==> src/sv/prdt_pkg.sv <==
// ----------------------------------------------------------------------------
// prdt_pkg
// shared types and constants of the palette memory with dirty tracking
// ----------------------------------------------------------------------------
package prdt_pkg;

  localparam int ADDR_W = 10;
  localparam int DATA_W = 32;
  localparam int HALF_W = 16;
  localparam int ROW_W  = 8;
  localparam int ROWS   = 1 << ROW_W;

  // access codes
  localparam logic       OP_LOAD    = 1'b0;
  localparam logic       OP_STORE   = 1'b1;
  localparam logic [1:0] SIZE_BYTE  = 2'd0;
  localparam logic [1:0] SIZE_HALF  = 2'd1;
  localparam logic [1:0] SIZE_WORD  = 2'd2;
  localparam logic [1:0] SIZE_NONE  = 2'd3;

  typedef logic [ROW_W-1:0]  row_t;
  typedef logic [DATA_W-1:0] word_t;

  // one row holds two halfwords: low at the word-aligned address, high above it
  typedef struct packed {
    logic  en;
    row_t  row;
    word_t data;
  } mem_wr_t;

  typedef struct packed {
    logic              op;
    logic [1:0]        size;
    logic [ADDR_W-1:0] addr;
    word_t             wdata;
  } req_t;

endpackage

==> src/sv/prdt_exec.sv <==
// ----------------------------------------------------------------------------
// prdt_exec
// request register, load select, store merge, dirty flags and result register
// ----------------------------------------------------------------------------
module prdt_exec (
  input  logic              clk,
  input  logic              rst_n,
  input  logic              accept,
  input  prdt_pkg::req_t    req,
  input  prdt_pkg::word_t   row_data,
  output prdt_pkg::mem_wr_t wr,
  output logic              out_valid,
  output prdt_pkg::word_t   out_read_data,
  output logic              out_dirty_background,
  output logic              out_dirty_object
);
  import prdt_pkg::*;

  logic             req_vld_r;
  req_t             req_r;
  logic [1:0]       dirty_r;
  logic [1:0]       dirty_nxt;
  logic             out_valid_r;
  word_t            out_data_r;
  word_t            out_data_nxt;
  logic [HALF_W-1:0] lo;
  logic [HALF_W-1:0] hi;
  logic [HALF_W-1:0] sel_half;
  logic [HALF_W-1:0] dup_byte;
  word_t            new_row;
  logic             size_ok;

  always_ff @(posedge clk) begin
    req_r <= req;
  end

  always_comb begin
    lo       = row_data[HALF_W-1:0];
    hi       = row_data[DATA_W-1:HALF_W];
    sel_half = req_r.addr[1] ? hi : lo;
    dup_byte = {req_r.wdata[7:0], req_r.wdata[7:0]};
    new_row  = row_data;
    size_ok  = 1'b1;
    out_data_nxt = '0;
    case (req_r.size)
      SIZE_BYTE: begin
        out_data_nxt = {24'd0, req_r.addr[0] ? sel_half[15:8] : sel_half[7:0]};
        if (req_r.addr[1]) begin
          new_row = {dup_byte, lo};
        end else begin
          new_row = {hi, dup_byte};
        end
      end
      SIZE_HALF: begin
        out_data_nxt = {16'd0, sel_half};
        if (req_r.addr[1]) begin
          new_row = {req_r.wdata[HALF_W-1:0], lo};
        end else begin
          new_row = {hi, req_r.wdata[HALF_W-1:0]};
        end
      end
      SIZE_WORD: begin
        out_data_nxt = row_data;
        new_row      = req_r.wdata;
      end
      default: begin
        size_ok = 1'b0;
      end
    endcase
    if (req_r.op == OP_STORE) begin
      out_data_nxt = '0;
    end

    wr.en   = req_vld_r && (req_r.op == OP_STORE) && size_ok;
    wr.row  = req_r.addr[ADDR_W-1:2];
    wr.data = new_row;

    dirty_nxt = dirty_r;
    if (wr.en && (new_row != row_data)) begin
      dirty_nxt[req_r.addr[ADDR_W-1]] = 1'b1;
    end
  end

  always_ff @(posedge clk) begin
    if (!rst_n) begin
      req_vld_r   <= 1'b0;
      dirty_r     <= '0;
      out_valid_r <= 1'b0;
    end else begin
      req_vld_r   <= accept;
      dirty_r     <= dirty_nxt;
      out_valid_r <= req_vld_r;
    end
  end

  always_ff @(posedge clk) begin
    out_data_r <= out_data_nxt;
  end

  assign out_valid            = out_valid_r;
  assign out_read_data        = out_data_r;
  assign out_dirty_background = dirty_r[0];
  assign out_dirty_object     = dirty_r[1];

endmodule

==> config.mk <==
export PLATFORM = sky130hd
export DESIGN_NAME = prdt_exec
export DESIGN_NICKNAME = d
export VERILOG_FILES = /design/src/sv/prdt_pkg.sv /design/src/sv/prdt_exec.sv
export SDC_FILE = /design/constraint.sdc
export NUM_CORES = 1
export LEC_CHECK = 0
export BUFFER_PORTS_ARGS = -buffer_cell sky130_fd_sc_hd__buf_2
export CORE_MARGIN = 2
export CORE_UTILIZATION = 40
export DETAILED_ROUTE_END_ITERATION = 8
export PLACE_DENSITY_LB_ADDON = 0.12
export SLEW_MARGIN = 10
export SYNTH_ARGS = -nofsm -noshare
export SYNTH_HDL_FRONTEND = slang
export SYNTH_SLANG_ARGS = --single-unit
==> constraint.sdc <==
create_clock -name clk -period 5.4 [get_ports clk]
set_input_delay 1.62 -clock clk [delete_from_list [all_inputs] [get_ports clk]]
set_output_delay 1.62 -clock clk [all_outputs]
set_load 0.01 [all_outputs]
==> summary.md <==
| Metric | Value |
|---|---|
| Status | complete, no violations |
| Post-synthesis mux area share | 0.104 |
| Antenna violations before repair | 0 |
| CTS tree | yes |
| FMAX | 0.231 GHz |
| RSZ-0062 raised after global routing | false |
| Sw Share | 0.298 |
| Sw Pwr | 0.434 mW |
| Initial Util | 0.405 |
| PwrDens | 283 nW/um^2 |
| EDFF count, synth | 0 |
| Drt drc | 0 |
| Worst-Skew Late Latency | 0.38 ns |
| RR Endpoint | dirty_r[1] |
| Rows | 37 |
| Synth Area in XOR/XNOR | 0.0616 |
| Comb pwr share | 0.204 |
| Count leader, synth | dfxtp_1 |
| Ys async rst share | 0 |
| Tot GR Track Use | 0.259 |
| Clock buffer depth | 2 |
| Fillers | 1,038 |
| Setup slack after layout | 1.07 ns |
| Die area | 11,100 um^2 |
| Minimum clock period | 4.33 ns |
| Final hold viol count | 0 |
| H-tree Lvls | 3 |
| CP max stage cell | mux2i_1 |
| Synth-to-layout area growth | 24.6% |
| Final Skew | 0.0142 ns |
| Final wirelength | 14,700 um |
| Synthesized cell area | 4130 um^2 |
| Overflow after GRT | 0 |
| Core Area | 10,200 um^2 |
| TritonCTS buffer count | 9 |
| Slew Limit Fails | 0 |
| Simple-gate area share of the yosys netlist | 0.170 |
| Clock sinks | 81 |
| Layout Nets | 683 |
| Clock Power Share | 0.341 |
| Clock-pin slew on the worst setup and hold paths | 0.08 ns |
| R2R depth | 9 |
| CP Buf/Inv Count | 1 |
| Min-delay src | dirty_r[1] |
| Largest delay share family, worst path | multiplexers |
| Die H | 106 um |
| CP max stage delay | 0.93 ns |
| Hold buffer count at CTS | 0 |
| Final setup viols | 0 |
| Cells after synthesis | 472 |
| Syn Area/Cell | 8.74 um^2 |
| Top cells by area, synth | dfxtp_1 39%, mux2_2 6.6%, xnor2_1 5.1% |
| Total of warnings raised by yosys | 0 |
| Synth Flop Type | dfxtp_1 |
| Worst reg2reg setup slack | 2.30 ns |
| Post-cts sizing count | 0 |
| Top cell type by total area after synthesis | dfxtp_1 |
| CTS root buffer | clkbuf_8 |
| First-pass GRT wire length | 22,000 um |
| Dpl hpwl | 10,900 um |
| Worst endpoint required time | 3.78 ns |
| Internal Dissipation | 1.02 mW |
| Critical path endpoint category | primary output |
| Postcts setup bufs | 0 |
| Largest net degree at the start of global routing | 47 |
| CP startpoint kind | flop |
| VDD IR max | 0.152 mV |
| Antenna Nets Post-Route | 0 |
| Crit-path max FO | 19 |
| Wire per inst | 19.7 um |
| Yosys reg bits | 81 |
| Port bufs | 155 |
| Slew headroom | 0.281 |
| Syn Nets | 552 |
| Share of cells above drive strength 1 | 0.347 |
| Cell variety after synth | 53 |
| # diodes | 0 |
| Sequential fraction of the synthesis area | 0.393 |
| Post-synthesis compound-gate area fraction | 0.211 |
| Reg-to-Reg Start | req_r[42] |
| Leakage power | 2.30 nW |
| Synth Area in Adders | 0 |
| Max Cap Viol | 0 |
| WHS Endpoint | dirty_r[1] |
| HP Class | reg -> reg |
| Seq pwr share | 0.455 |
| Hold Path Depth | 2 |
| Largest family of logic cells by synthesized area | compound AO/OA/AOI/OAI gates |
| Worst slew pin tran | 1.07 ns |
| Post-synth top area share | 0.393 |
| Period utilization | 0.802 |
| Crit-path cells | mux2i_1 -> mux2_2 -> buf_2 |
| Iter 0 DRT Violations | 317 |
| Vias in the first global route | 3,889 |
| Chip Width | 106 um |
| Pre-CTS WS | 1.13 ns |
| Critical path class | reg -> out |
| Most frequent cells after synthesis | 81 x dfxtp_1, 48 x nor2_1, 35 x o21ai_0 |
| Worst EP arrival | 2.71 ns |
| Via count | 4,186 |
| Top-level I/O count | 156 |
| Setup_tns | 0 ns |
| Via-per-instance ratio | 5.63 |
| Drt pass-1 iters | 5 |
| Placer's final routability congestion estimate | 0.917 |
[registers in the layout, indices dropped and copies added (netlist names)]
name	cells
out_read_data	32
dirty_r	2
req_vld_r	1
out_valid	1
dup_byte	8
wr	8
req_r	29
[power groups by stage]
stage / clock network (mW) / logic (mW) / registers (mW)
finish: 0.496 / 0.296 / 0.662
global route: 0.531 / 0.321 / 0.666
CTS: 0.504 / 0.294 / 0.661
detailed placement: 0 / 0.293 / 0.675
global placement: 0 / 0.292 / 0.675
floorplan: 0 / 0.181 / 0.659
[kinds of logic after synthesis]
kind of cell,count (synthesis)
flip-flops,81
AND/OR/NAND/NOR,139
AO/OA/AOI/OAI,128
multiplexers,40
buffers and inverters,55
XOR/XNOR,29
[per-stage QoR]
stage               area [um^2]  utilization  total power, mW  hold WS (ns)  instances
floorplan                  4130            -            0.841         0.421        472
global placement           4920        0.483            0.967         0.441        728
detailed placement         4920        0.483            0.967         0.443        728
CTS                        5140        0.505             1.46         0.461        744
global route               5140        0.505             1.52         0.482        744
finish                     5140        0.505             1.45         0.458        744
[worst max-delay path by stage]
stage | from | to | slack (ns) | cells past startpoint
after CTS | req_r[43] | wr[7] | 1.04 | 3
after detailed placement | row_data[28] | wr[28] | 1.13 | 6
after global routing | row_data[24] | wr[24] | 0.93 | 6
after floorplan | row_data[26] | wr[26] | 1.44 | 4
final | req_r[43] | wr[7] | 1.07 | 3
after global placement | row_data[28] | wr[28] | 1.16 | 6
[per-layer routing]
metal  up-vias  share of wire  GRT usage
met2       238           0.47      0.409
li1       1943              -          -
met3        33          0.076     0.0414
met1      1972           0.43      0.343
met4         0          0.030      0.128
met5         -              0          0
[final cells by class]
type / count / area (um^2) / area share
clock buffers: 10 / 128 / 0.0248
clock inverters: 6 / 90.1 / 0.0175
inverters: 14 / 52.6 / 0.0102
multi-input cells: 336 / 2250 / 0.439
flip-flops and latches: 81 / 1620 / 0.316
well taps: 136 / 170 / 0.0331
repair buffers: 161 / 821 / 0.160
[placed cells by master, fill, tap and decap left out, drive strengths merged, types with 8 or more instances in the layout]
cell type / netlist / layout
a21oi: 16 / 16
a222oi: 8 / 8
a22oi: 15 / 15
and2: 20 / 20
buf: 23 / 161
clkbuf: 18 / 10
dfxtp: 81 / 81
inv: 13 / 14
mux2: 24 / 24
mux2i: 16 / 16
nand2: 19 / 19
nand2b: 11 / 11
nor2: 49 / 49
nor2b: 13 / 13
o21ai: 35 / 35
o22ai: 10 / 10
xnor2: 24 / 24
[worst register-to-register path, stage by stage, from the launching register on]
cell	delay, ns
dfxtp_2	0.86
buf_4	0.44
nand2b_1	0.16
buf_4	0.18
o22ai_1	0.10
nand2_1	0.09
o21ai_0	0.11
or4_4	0.52
nor4_2	0.42
o31ai_1	0.12
Power figures use the tool's default switching activity.
